### src/imsm_pkg.sv
// imsm_pkg: widths, select codes and shared structs for the image MSE/SNR meter.
// No dependencies; every other file of the block imports it.
package imsm_pkg;

   localparam int PIX_W    = 8;
   localparam int SQ_W     = 16;
   localparam int SUM_W    = 40;
   localparam int GSUM_W   = 42;   // sum of three channel sums
   localparam int CNT_W    = 25;
   localparam int DCNT_W   = 27;   // three times the count
   localparam int FRAC_W   = 16;
   localparam int NUM_W    = GSUM_W + FRAC_W;
   localparam int DEN_W    = GSUM_W;
   localparam int MSE_W    = 32;
   localparam int SNR_W    = 48;
   localparam int SEL_W    = 2;
   localparam int QDEPTH   = 2;

   localparam logic [CNT_W-1:0] MAX_PIXELS = 25'd16777216;

   localparam logic [SEL_W-1:0] SEL_GLOBAL = 2'd0;
   localparam logic [SEL_W-1:0] SEL_RED    = 2'd1;
   localparam logic [SEL_W-1:0] SEL_GREEN  = 2'd2;
   localparam logic [SEL_W-1:0] SEL_BLUE   = 2'd3;

   typedef struct packed {
      logic [PIX_W-1:0] orig_red;
      logic [PIX_W-1:0] orig_green;
      logic [PIX_W-1:0] orig_blue;
      logic [PIX_W-1:0] recon_red;
      logic [PIX_W-1:0] recon_green;
      logic [PIX_W-1:0] recon_blue;
      logic             pixel_last;
   } pix_type;

   typedef struct packed {
      logic [SUM_W-1:0] err_red;
      logic [SUM_W-1:0] err_green;
      logic [SUM_W-1:0] err_blue;
      logic [SUM_W-1:0] sig_red;
      logic [SUM_W-1:0] sig_green;
      logic [SUM_W-1:0] sig_blue;
      logic [CNT_W-1:0] count;
   } job_type;

   typedef struct packed {
      logic [SEL_W-1:0] channel_sel;
      logic [MSE_W-1:0] mse_value;
      logic [SNR_W-1:0] snr_ratio;
      logic             snr_saturated;
      logic             result_last;
   } rsp_type;

   typedef struct packed {
      logic             start;
      logic [NUM_W-1:0] num;
      logic [DEN_W-1:0] den;
   } div_req_type;

   typedef struct packed {
      logic             done;
      logic [NUM_W-1:0] quo;
   } div_rsp_type;

endpackage

### src/imsm_ifs.sv
// imsm_req_if / imsm_rsp_if: valid/ready channels for pixel pairs and results.
// Depends on imsm_pkg for field widths.
interface imsm_req_if import imsm_pkg::*; ();
   logic             valid;
   logic             ready;
   logic [PIX_W-1:0] orig_red;
   logic [PIX_W-1:0] orig_green;
   logic [PIX_W-1:0] orig_blue;
   logic [PIX_W-1:0] recon_red;
   logic [PIX_W-1:0] recon_green;
   logic [PIX_W-1:0] recon_blue;
   logic             pixel_last;

   modport source (output valid, orig_red, orig_green, orig_blue, recon_red, recon_green,
                   recon_blue, pixel_last, input ready);
   modport sink   (input valid, orig_red, orig_green, orig_blue, recon_red, recon_green,
                   recon_blue, pixel_last, output ready);
endinterface

interface imsm_rsp_if import imsm_pkg::*; ();
   logic             valid;
   logic             ready;
   logic [SEL_W-1:0] channel_sel;
   logic [MSE_W-1:0] mse_value;
   logic [SNR_W-1:0] snr_ratio;
   logic             snr_saturated;
   logic             result_last;

   modport source (output valid, channel_sel, mse_value, snr_ratio, snr_saturated,
                   result_last, input ready);
   modport sink   (input valid, channel_sel, mse_value, snr_ratio, snr_saturated,
                   result_last, output ready);
endinterface

### src/imsm_front.sv
// imsm_front: per-pixel squared error / signal accumulation, one beat per cycle
// while q_room. Depends on imsm_pkg; hands a finished image's sums to imsm_queue.
module imsm_front import imsm_pkg::*; (
   input  logic    clock,
   input  logic    reset,
   input  logic    pix_valid,
   input  pix_type pix,
   output logic    pix_ready,
   input  logic    q_room,
   output logic    push,
   output job_type push_job
);

   function automatic logic [SQ_W-1:0] sq_diff(input logic [PIX_W-1:0] a,
                                                input logic [PIX_W-1:0] b);
      logic [PIX_W-1:0] d;
      d = (a >= b) ? (a - b) : (b - a);
      return SQ_W'(d) * SQ_W'(d);
   endfunction

   function automatic logic [SQ_W-1:0] sq(input logic [PIX_W-1:0] a);
      return SQ_W'(a) * SQ_W'(a);
   endfunction

   job_type acc_ff, acc_in;
   job_type upd, nxt;
   logic    take, add;

   assign pix_ready = q_room;
   assign take      = pix_valid && pix_ready;
   assign add       = take && (acc_ff.count < MAX_PIXELS);

   always_comb begin
      upd           = acc_ff;
      upd.err_red   = acc_ff.err_red   + SUM_W'(sq_diff(pix.orig_red,   pix.recon_red));
      upd.err_green = acc_ff.err_green + SUM_W'(sq_diff(pix.orig_green, pix.recon_green));
      upd.err_blue  = acc_ff.err_blue  + SUM_W'(sq_diff(pix.orig_blue,  pix.recon_blue));
      upd.sig_red   = acc_ff.sig_red   + SUM_W'(sq(pix.orig_red));
      upd.sig_green = acc_ff.sig_green + SUM_W'(sq(pix.orig_green));
      upd.sig_blue  = acc_ff.sig_blue  + SUM_W'(sq(pix.orig_blue));
      upd.count     = acc_ff.count + 1'b1;
      nxt           = add ? upd : acc_ff;
      // last beat: snapshot goes to the queue, sums restart from zero
      acc_in        = push ? '0 : nxt;
   end

   assign push     = take && pix.pixel_last;
   assign push_job = nxt;

   always_ff @(posedge clock) begin
      if (reset) begin
         acc_ff <= '0;
      end else begin
         acc_ff <= acc_in;
      end
   end

endmodule

### src/imsm_queue.sv
// imsm_queue: short FIFO of finished-image sums between front and back.
// Depends on imsm_pkg (job_type, QDEPTH).
module imsm_queue import imsm_pkg::*; (
   input  logic    clock,
   input  logic    reset,
   input  logic    push,
   input  job_type push_job,
   output logic    q_room,
   input  logic    pop,
   output logic    q_nonempty,
   output job_type head
);

   localparam int PTR_W = $clog2(QDEPTH);

   job_type            mem_ff [QDEPTH];
   logic [PTR_W-1:0]   wr_ff, wr_in, rd_ff, rd_in;
   logic [PTR_W:0]     fill_ff, fill_in;

   assign q_room     = (fill_ff != (PTR_W+1)'(QDEPTH));
   assign q_nonempty = (fill_ff != '0);
   assign head       = mem_ff[rd_ff];

   always_comb begin
      wr_in   = push ? wr_ff + 1'b1 : wr_ff;
      rd_in   = pop  ? rd_ff + 1'b1 : rd_ff;
      fill_in = fill_ff + (PTR_W+1)'(push) - (PTR_W+1)'(pop);
   end

   always_ff @(posedge clock) begin
      if (reset) begin
         wr_ff   <= '0;
         rd_ff   <= '0;
         fill_ff <= '0;
      end else begin
         wr_ff   <= wr_in;
         rd_ff   <= rd_in;
         fill_ff <= fill_in;
      end
   end

   always_ff @(posedge clock) begin
      if (push) begin
         mem_ff[wr_ff] <= push_job;
      end
   end

endmodule

### src/imsm_div.sv
// imsm_div: radix-2 restoring divider, one quotient bit per cycle.
// Depends on imsm_pkg (div_req_type, div_rsp_type, NUM_W, DEN_W).
module imsm_div import imsm_pkg::*; (
   input  logic        clock,
   input  logic        reset,
   input  div_req_type dreq,
   output div_rsp_type drsp
);

   localparam int STEP_W = $clog2(NUM_W);

   logic                busy_ff, busy_in, done_ff, done_in;
   logic [STEP_W-1:0]   step_ff, step_in;
   logic [DEN_W-1:0]    rem_ff, rem_in, den_ff, den_in;
   logic [NUM_W-1:0]    quo_ff, quo_in;
   logic [DEN_W:0]      shifted;
   logic [DEN_W+1:0]    diff;
   logic                ge;

   assign shifted = {rem_ff, quo_ff[NUM_W-1]};
   assign diff    = {1'b0, shifted} - {2'b00, den_ff};
   assign ge      = !diff[DEN_W+1];

   always_comb begin
      busy_in = busy_ff;
      step_in = step_ff;
      rem_in  = rem_ff;
      quo_in  = quo_ff;
      den_in  = den_ff;
      done_in = busy_ff && (step_ff == '0) && !dreq.start;
      if (dreq.start) begin
         busy_in = 1'b1;
         step_in = STEP_W'(NUM_W - 1);
         rem_in  = '0;
         quo_in  = dreq.num;
         den_in  = dreq.den;
      end else if (busy_ff) begin
         // dividend shifts out the top, quotient bits shift in below
         rem_in  = ge ? diff[DEN_W-1:0] : shifted[DEN_W-1:0];
         quo_in  = {quo_ff[NUM_W-2:0], ge};
         step_in = step_ff - 1'b1;
         if (step_ff == '0) begin
            busy_in = 1'b0;
         end
      end
   end

   assign drsp.done = done_ff;
   assign drsp.quo  = quo_ff;

   always_ff @(posedge clock) begin
      if (reset) begin
         busy_ff <= 1'b0;
         done_ff <= 1'b0;
      end else begin
         busy_ff <= busy_in;
         done_ff <= done_in;
      end
   end

   always_ff @(posedge clock) begin
      step_ff <= step_in;
      rem_ff  <= rem_in;
      quo_ff  <= quo_in;
      den_ff  <= den_in;
   end

endmodule

### src/imsm_back.sv
// imsm_back: per-image sequencer, four measures through the shared divider.
// Depends on imsm_pkg; pops imsm_queue, drives imsm_div, owns the result register.
module imsm_back import imsm_pkg::*; (
   input  logic        clock,
   input  logic        reset,
   input  logic        q_nonempty,
   input  job_type     q_head,
   output logic        pop,
   output div_req_type dreq,
   input  div_rsp_type drsp,
   output logic        rsp_valid,
   input  logic        rsp_ready,
   output rsp_type     rsp
);

   localparam logic [2:0] ST_IDLE     = 3'd0;
   localparam logic [2:0] ST_SETUP    = 3'd1;
   localparam logic [2:0] ST_MSE_GO   = 3'd2;
   localparam logic [2:0] ST_MSE_WAIT = 3'd3;
   localparam logic [2:0] ST_SNR_GO   = 3'd4;
   localparam logic [2:0] ST_SNR_WAIT = 3'd5;
   localparam logic [2:0] ST_OUT      = 3'd6;

   logic [2:0]        state_ff, state_in;
   logic [SEL_W-1:0]  sel_ff, sel_in;
   job_type           job_ff, job_in;
   logic [GSUM_W-1:0] e_ff, e_in, s_ff, s_in, e_sel, s_sel;
   logic [DCNT_W-1:0] d_ff, d_in, d_sel;
   logic [MSE_W-1:0]  mse_ff, mse_in;
   logic [SNR_W-1:0]  snr_ff, snr_in;
   logic              sat_ff, sat_in;
   rsp_type           rsp_ff, rsp_in;
   logic              rsp_valid_ff, rsp_valid_in;

   always_comb begin
      unique case (sel_ff)
         SEL_GLOBAL: begin
            e_sel = GSUM_W'(job_ff.err_red) + GSUM_W'(job_ff.err_green)
                  + GSUM_W'(job_ff.err_blue);
            s_sel = GSUM_W'(job_ff.sig_red) + GSUM_W'(job_ff.sig_green)
                  + GSUM_W'(job_ff.sig_blue);
            d_sel = DCNT_W'({job_ff.count, 1'b0}) + DCNT_W'(job_ff.count);
         end
         SEL_RED: begin
            e_sel = GSUM_W'(job_ff.err_red);
            s_sel = GSUM_W'(job_ff.sig_red);
            d_sel = DCNT_W'(job_ff.count);
         end
         SEL_GREEN: begin
            e_sel = GSUM_W'(job_ff.err_green);
            s_sel = GSUM_W'(job_ff.sig_green);
            d_sel = DCNT_W'(job_ff.count);
         end
         default: begin
            e_sel = GSUM_W'(job_ff.err_blue);
            s_sel = GSUM_W'(job_ff.sig_blue);
            d_sel = DCNT_W'(job_ff.count);
         end
      endcase
   end

   always_comb begin
      state_in     = state_ff;
      sel_in       = sel_ff;
      job_in       = job_ff;
      e_in         = e_ff;
      s_in         = s_ff;
      d_in         = d_ff;
      mse_in       = mse_ff;
      snr_in       = snr_ff;
      sat_in       = sat_ff;
      rsp_in       = rsp_ff;
      rsp_valid_in = rsp_valid_ff && !rsp_ready;
      pop          = 1'b0;
      dreq.start   = 1'b0;
      dreq.num     = {e_ff, FRAC_W'(0)};
      dreq.den     = DEN_W'(d_ff);

      unique case (state_ff)
         ST_IDLE: begin
            if (q_nonempty) begin
               pop      = 1'b1;
               job_in   = q_head;
               sel_in   = SEL_GLOBAL;
               state_in = ST_SETUP;
            end
         end
         ST_SETUP: begin
            e_in     = e_sel;
            s_in     = s_sel;
            d_in     = d_sel;
            state_in = ST_MSE_GO;
         end
         ST_MSE_GO: begin
            if (d_ff == '0) begin
               mse_in   = '0;
               state_in = ST_SNR_GO;
            end else begin
               dreq.start = 1'b1;
               state_in   = ST_MSE_WAIT;
            end
         end
         ST_MSE_WAIT: begin
            if (drsp.done) begin
               mse_in   = (|drsp.quo[NUM_W-1:MSE_W]) ? '1 : drsp.quo[MSE_W-1:0];
               state_in = ST_SNR_GO;
            end
         end
         ST_SNR_GO: begin
            dreq.num = {s_ff, FRAC_W'(0)};
            dreq.den = e_ff;
            if (e_ff == '0) begin
               snr_in   = '1;
               sat_in   = 1'b1;
               state_in = ST_OUT;
            end else begin
               dreq.start = 1'b1;
               state_in   = ST_SNR_WAIT;
            end
         end
         ST_SNR_WAIT: begin
            if (drsp.done) begin
               sat_in   = |drsp.quo[NUM_W-1:SNR_W];
               snr_in   = (|drsp.quo[NUM_W-1:SNR_W]) ? '1 : drsp.quo[SNR_W-1:0];
               state_in = ST_OUT;
            end
         end
         ST_OUT: begin
            if (!rsp_valid_ff || rsp_ready) begin
               rsp_in.channel_sel   = sel_ff;
               rsp_in.mse_value     = mse_ff;
               rsp_in.snr_ratio     = snr_ff;
               rsp_in.snr_saturated = sat_ff;
               rsp_in.result_last   = (sel_ff == SEL_BLUE);
               rsp_valid_in         = 1'b1;
               if (sel_ff == SEL_BLUE) begin
                  state_in = ST_IDLE;
               end else begin
                  sel_in   = sel_ff + 1'b1;
                  state_in = ST_SETUP;
               end
            end
         end
         default: begin
            state_in = ST_IDLE;
         end
      endcase
   end

   assign rsp_valid = rsp_valid_ff;
   assign rsp       = rsp_ff;

   always_ff @(posedge clock) begin
      if (reset) begin
         state_ff     <= ST_IDLE;
         rsp_valid_ff <= 1'b0;
      end else begin
         state_ff     <= state_in;
         rsp_valid_ff <= rsp_valid_in;
      end
   end

   always_ff @(posedge clock) begin
      sel_ff <= sel_in;
      job_ff <= job_in;
      e_ff   <= e_in;
      s_ff   <= s_in;
      d_ff   <= d_in;
      mse_ff <= mse_in;
      snr_ff <= snr_in;
      sat_ff <= sat_in;
      rsp_ff <= rsp_in;
   end

endmodule

### src/image_mse_snr_meter.sv
// image_mse_snr_meter: MSE and SNR meter for streams of RGB pixel pairs.
// Depends on imsm_pkg, imsm_ifs, imsm_front, imsm_queue, imsm_div, imsm_back.
//
// Usage:
//   req_bus carries one original/reconstructed pixel pair per beat; pixel_last
//   closes an image. rsp_bus then gives four beats: global, red, green, blue,
//   with result_last set on the blue one.
//   Pixels are taken one per cycle. The front accumulates squared error and
//   squared original per channel and, on the last beat, pushes the image's sums
//   into a two-entry queue and starts the next image from zero. req_bus.ready
//   drops only while that queue is full, i.e. with two finished images still
//   waiting for the back end.
//   The back end runs each measure through one shared radix-2 divider: up to
//   two quotients per measure (MSE, then SNR; no SNR division when the error
//   sum is zero), each a launch, the iterations and a handoff, with a setup
//   state before and an output state after. Each image opens with a pop of
//   the queue, and the divider sets the pace of its four results.
//   Results sit in an output register; while rsp_bus.ready is low the back end
//   prepares the next measure and then waits, and the queue keeps taking pixels
//   until it fills. Pixels past 2^24 in one image are dropped from the sums.
//   Reset (synchronous, active high) clears all sums, the queue and the
//   sequencer; no result beat is pending after it.
module image_mse_snr_meter import imsm_pkg::*; (
   input  logic              clock,
   input  logic              reset,
   imsm_req_if.sink          req_bus,
   imsm_rsp_if.source        rsp_bus
);

   pix_type     pix;
   logic        q_room, q_nonempty, push, pop, rsp_valid;
   job_type     push_job, head;
   div_req_type dreq;
   div_rsp_type drsp;
   rsp_type     rsp;

   // pack the channel payload into the front's beat
   assign pix.orig_red    = req_bus.orig_red;
   assign pix.orig_green  = req_bus.orig_green;
   assign pix.orig_blue   = req_bus.orig_blue;
   assign pix.recon_red   = req_bus.recon_red;
   assign pix.recon_green = req_bus.recon_green;
   assign pix.recon_blue  = req_bus.recon_blue;
   assign pix.pixel_last  = req_bus.pixel_last;

   imsm_front u_front (
      .clock     (clock),
      .reset     (reset),
      .pix_valid (req_bus.valid),
      .pix       (pix),
      .pix_ready (req_bus.ready),
      .q_room    (q_room),
      .push      (push),
      .push_job  (push_job)
   );

   // decouples the pixel stream from the per-image division work
   imsm_queue u_queue (
      .clock      (clock),
      .reset      (reset),
      .push       (push),
      .push_job   (push_job),
      .q_room     (q_room),
      .pop        (pop),
      .q_nonempty (q_nonempty),
      .head       (head)
   );

   imsm_div u_div (
      .clock (clock),
      .reset (reset),
      .dreq  (dreq),
      .drsp  (drsp)
   );

   imsm_back u_back (
      .clock      (clock),
      .reset      (reset),
      .q_nonempty (q_nonempty),
      .q_head     (head),
      .pop        (pop),
      .dreq       (dreq),
      .drsp       (drsp),
      .rsp_valid  (rsp_valid),
      .rsp_ready  (rsp_bus.ready),
      .rsp        (rsp)
   );

   assign rsp_bus.valid         = rsp_valid;
   assign rsp_bus.channel_sel   = rsp.channel_sel;
   assign rsp_bus.mse_value     = rsp.mse_value;
   assign rsp_bus.snr_ratio     = rsp.snr_ratio;
   assign rsp_bus.snr_saturated = rsp.snr_saturated;
   assign rsp_bus.result_last   = rsp.result_last;

endmodule

### src/flat_wrapper.sv
// flat-port wrapper written by rule: the top's interface ports become plain ports
module image_mse_snr_meter_flat import imsm_pkg::*;
  (clock, reset, req_bus_valid, req_bus_orig_red, req_bus_orig_green, req_bus_orig_blue, req_bus_recon_red, req_bus_recon_green, req_bus_recon_blue, req_bus_pixel_last, req_bus_ready, rsp_bus_valid, rsp_bus_channel_sel, rsp_bus_mse_value, rsp_bus_snr_ratio, rsp_bus_snr_saturated, rsp_bus_result_last, rsp_bus_ready);
  imsm_req_if req_bus_i ();
  imsm_rsp_if rsp_bus_i ();
  input  logic clock;
  input  logic reset;
  input wire logic [$bits(req_bus_i.valid)-1:0] req_bus_valid;
  input wire logic [$bits(req_bus_i.orig_red)-1:0] req_bus_orig_red;
  input wire logic [$bits(req_bus_i.orig_green)-1:0] req_bus_orig_green;
  input wire logic [$bits(req_bus_i.orig_blue)-1:0] req_bus_orig_blue;
  input wire logic [$bits(req_bus_i.recon_red)-1:0] req_bus_recon_red;
  input wire logic [$bits(req_bus_i.recon_green)-1:0] req_bus_recon_green;
  input wire logic [$bits(req_bus_i.recon_blue)-1:0] req_bus_recon_blue;
  input wire logic [$bits(req_bus_i.pixel_last)-1:0] req_bus_pixel_last;
  output wire logic [$bits(req_bus_i.ready)-1:0] req_bus_ready;
  output wire logic [$bits(rsp_bus_i.valid)-1:0] rsp_bus_valid;
  output wire logic [$bits(rsp_bus_i.channel_sel)-1:0] rsp_bus_channel_sel;
  output wire logic [$bits(rsp_bus_i.mse_value)-1:0] rsp_bus_mse_value;
  output wire logic [$bits(rsp_bus_i.snr_ratio)-1:0] rsp_bus_snr_ratio;
  output wire logic [$bits(rsp_bus_i.snr_saturated)-1:0] rsp_bus_snr_saturated;
  output wire logic [$bits(rsp_bus_i.result_last)-1:0] rsp_bus_result_last;
  input wire logic [$bits(rsp_bus_i.ready)-1:0] rsp_bus_ready;
  assign req_bus_i.valid = req_bus_valid;
  assign req_bus_i.orig_red = req_bus_orig_red;
  assign req_bus_i.orig_green = req_bus_orig_green;
  assign req_bus_i.orig_blue = req_bus_orig_blue;
  assign req_bus_i.recon_red = req_bus_recon_red;
  assign req_bus_i.recon_green = req_bus_recon_green;
  assign req_bus_i.recon_blue = req_bus_recon_blue;
  assign req_bus_i.pixel_last = req_bus_pixel_last;
  assign req_bus_ready = req_bus_i.ready;
  assign rsp_bus_valid = rsp_bus_i.valid;
  assign rsp_bus_channel_sel = rsp_bus_i.channel_sel;
  assign rsp_bus_mse_value = rsp_bus_i.mse_value;
  assign rsp_bus_snr_ratio = rsp_bus_i.snr_ratio;
  assign rsp_bus_snr_saturated = rsp_bus_i.snr_saturated;
  assign rsp_bus_result_last = rsp_bus_i.result_last;
  assign rsp_bus_i.ready = rsp_bus_ready;
  image_mse_snr_meter u_core (.clock(clock), .reset(reset), .req_bus(req_bus_i), .rsp_bus(rsp_bus_i));
endmodule
### config.mk
export PLATFORM = sky130hd
export DESIGN_NAME = image_mse_snr_meter_flat
export DESIGN_NICKNAME = d
export VERILOG_FILES = /design/src/imsm_pkg.sv /design/src/imsm_ifs.sv /design/src/imsm_front.sv /design/src/imsm_queue.sv /design/src/imsm_div.sv /design/src/imsm_back.sv /design/src/image_mse_snr_meter.sv /design/src/flat_wrapper.sv
export SDC_FILE = /design/constraint.sdc
export NUM_CORES = 2
export LEC_CHECK = 0
export BUFFER_PORTS_ARGS = -buffer_cell sky130_fd_sc_hd__buf_2
export CORE_MARGIN = 3
export CORE_UTILIZATION = 35
export CTS_CLUSTER_DIAMETER = 60
export DETAILED_ROUTE_END_ITERATION = 10
export PLACE_DENSITY_LB_ADDON = 0.08
export SLEW_MARGIN = 5
export SYNTH_ARGS = -nofsm -noshare
export SYNTH_HDL_FRONTEND = slang
export SYNTH_SLANG_ARGS = --single-unit
### constraint.sdc
create_clock -name clock -period 35.5 [get_ports clock]
set_input_delay 3.55 -clock clock [delete_from_list [all_inputs] [get_ports clock]]
set_output_delay 3.55 -clock clock [all_outputs]
set_load 0.02 [all_outputs]
==> summary.md <==
| Metric | Value |
|---|---|
| Status | completed |
| Clk buf depth | 3 |
| Synthesis Warnings | 0 |
| Met3 Track Usage GR | 2.21% |
| Setup crit start kind | input pin |
| Clock latency on the worst-skew pair | 0.84 ns |
| RSZ-0062 raised after global routing | no |
| Avg WL per Cell | 20.9 um |
| Layout Nets | 7885 |
| Max incr delay on CP | 0.89 ns |
| Tcrit/Tclk final | 32.6% |
| Synth top area cells | edfxtp_1, dfxtp_1, ha_1, fa_1, mux2_2 |
| DR iter-0 viols | 3022 |
| Syn avg cell area | 11.8 um2 |
| CTS Hold Bufs | 0 |
| Worst Hold Launch | u_core.u_back.mse_ff[9] |
| RR Startpoint | u_core.u_back.job_ff[225] |
| Die X-Extent | 489 um |
| Leading area contributor after synthesis | edfxtp_1 |
| Drt pass-1 iters | 8 |
| Post-route DRC violation count | 0 |
| Antenna-violating nets left | 0 |
| Die Height | 489 um |
| I/O pin cnt | 139 |
| Most common cell after layout, fill and taps aside | edfxtp_1 |
| Worst Setup End Kind | flip-flop |
| Worst EP arrival | 12.16 ns |
| Layout cells sized above 1 | 12.8% |
| Worst Setup Slack post-DPL | 23.01 ns |
| M1 GR Usage | 25.7% |
| # clock sinks | 1496 |
| Crit path kind | input pin to flip-flop |
| Post-synth ARST share | 0% |
| Highest-count cells in the layout ignoring fill and taps | edfxtp_1, inv_1, ha_1, nor2_1, nand2_1 |
| Initial antenna violation count | 8 |
| Worst endpoint required time | 36.07 ns |
| Hold Path Class | flip-flop to flip-flop |
| Max Freq | 0.0864 GHz |
| Clk pin slew, worst setup/hold paths | 0.06 ns |
| Ys flop type | edfxtp_1 |
| Die ar. | 0.239 mm2 |
| Simple-gate share of the synthesized area | 10.1% |
| CP startpoint | req_bus_orig_blue[0] |
| Most used routing layer | met2 |
| CTS tree | done |
| Largest family of logic cells by synthesized area | adder cells |
| Placer Congestion | 0.833 |
| Seq/Total Area, Yosys | 51.0% |
| Postcts setup bufs | 0 |
| Post-synth cell types | 96 |
| Synth Area in Compound Gates | 9.90% |
| Cells after Synth | 6913 |
| Multiplexer share of the synthesized area | 5.89% |
| Largest net degree at the start of global routing | 192 |
| Routed vias | 51.0k |
| Final wirelength | 214000 um |
| Total CTS buffers | 179 |
| M2 GR Usage | 28.8% |
| P&R area growth vs syn | 12.5% |
| Resize count post-CTS | 0 |
| Final worst clock skew | 0.0542 ns |
| CP Max Fanout | 9 |
| IO Port Bufs | 138 |
| Min Clock Period, post-route | 11.58 ns |
| Total of max-cap violations | 0 |
| First-pass GRT wire length | 328000 um |
| Setup TNS Final | 0 ns |
| Synth top area share | 43.1% |
| Initial Util | 35.4% |
| Row count | 176 |
| Clk root buf | clkbuf_16 |
| Core area | 0.231 mm2 |
| GRT Resource Usage Total | 17.9% |
| H-tree lvl count | 4 |
| Vias in the first global route | 52.0k |
| Number of synthesized flops with an enable pin | 1173 |
| DP HPWL | 154000 um |
| Post-Syn Area | 0.0818 mm2 |
| Final Hold Vio Count | 0 |
| Vias per cell | 4.98 |
| Slew @ Worst Pin | 1.09 ns |
| Max-slew violations | 0 |
| Adder-Cell Fraction of Synth Area | 14.4% |
| Setup ws final | 23.92 ns |
| Grt ovf | 0 |
| #FFs+latches synth | 1496 |
| # setup viols final | 0 |
| Relative slew slack | 27.0% |
| Synth Net Count | 7742 |
| Synth Area in XOR/XNOR | 4.72% |
| Final Core Density | 39.8% |
| CP max-delay cell | o311ai_1 |
layout make-up:
cell class | instances | area (um2)
fillers | 22200 | 139000
flip-flops and latches | 1496 | 41700
multi-input cells | 4568 | 37000
clock buffers | 238 | 4920
well taps | 3026 | 3790
inverters | 619 | 2320
clock inverters | 98 | 1150
repair buffers | 192 | 1150
diodes | 4 | 10.0
worst max-delay path, delay by kind of cell:
kind | cells | cell delay, ns
simple gates | 4 | 1.06
mux | 1 | 0.16
buf+inv | 5 | 0.51
compound gates | 12 | 3.12
fa+ha+maj | 7 | 2.69
xor+xnor | 3 | 1.04
final timing paths:
path | slack, ns | depth (start not counted) | to
setup / recovery | 23.92 | 32 | u_core.u_queue.mem_ff[1][180]
hold / removal | 0.41 | 0 | u_core.u_back.rsp[59]
setup reg to reg | 29.21 | 22 | u_core.u_back.e_ff[40]
hold reg to reg | 0.41 | 0 | u_core.u_back.rsp[59]
synthesized netlist by cell type (all sizes together), types with 12 or more instances:
library cell / n
a21oi: 408
nand2: 411
a211oi: 71
nor3b: 12
o31ai: 23
a222oi: 37
or2: 75
nor2b: 71
or3: 19
o211ai: 23
a221o: 29
clkbuf: 203
nor3: 53
mux2i: 114
nand2b: 36
nand3: 98
inv: 618
a31oi: 36
a21o: 161
dfxtp: 323
nand4: 53
buf: 27
xor2: 139
a22oi: 18
o21ai: 206
a21boi: 13
nor4: 26
and2: 289
and3: 81
fa: 279
nor2: 437
xnor2: 295
ha: 497
edfxtp: 1173
o21a: 65
o21bai: 42
mux2: 326
stage by stage:
stage          hold slack [ns]  area (um2)  cells
3_3_place_gp             0.404       86000   9901
4_1_cts                  0.406       92000  10200
6_report                 0.414       92000  10200
3_5_place_dp             0.405       86000   9901
5_1_grt                  0.416       92000  10200
2_1_floorplan            0.400       81800   6913
cell families (layout without fill, tap and decap cells):
logic type / after synthesis / in the layout
AOI/OAI and AO/OA: 1236 / 1236
xor gates and xnor gates: 434 / 434
adders and majority gates: 776 / 776
buffers and inverters: 849 / 1147
DFF: 1496 / 1496
muxes: 440 / 440
other: 0 / 4
and+or+nand+nor: 1682 / 1682
sequential cells by signal, indices dropped and copies added (netlist names):
signal,cells
u_core.u_div.rem_ff,42
u_core.u_back.rsp_valid,1
u_core.u_back.s_ff,42
u_core.u_back.job_ff,265
u_core.u_back.mse_ff,32
u_core.u_back.d_ff,27
u_core.u_front.acc_ff,265
u_core.u_back.sat_ff,1
u_core.u_back.snr_ff,48
u_core.u_queue.fill_ff,2
u_core.u_back.e_ff,42
u_core.u_queue.wr_ff,1
u_core.u_div.done_ff,1
u_core.u_div.quo_ff,58
u_core.u_queue.mem_ff,530
u_core.u_back.sel_ff,2
u_core.u_queue.rd_ff,1
u_core.u_div.busy_ff,1
u_core.u_div.step_ff,6
u_core.u_back.state_ff,3
u_core.u_back.rsp,84
u_core.u_div.den_ff,42
routing by layer:
metal	vias to the layer above	routed length, um
li1	24800	-
met1	25100	105000
met2	803	98100
met3	248	6660
met4	0	3750
met5	-	0
Power is left out: the tool's default activity adds up to more than one toggle a clock period on the data nets, which glitch-free logic cannot reach.
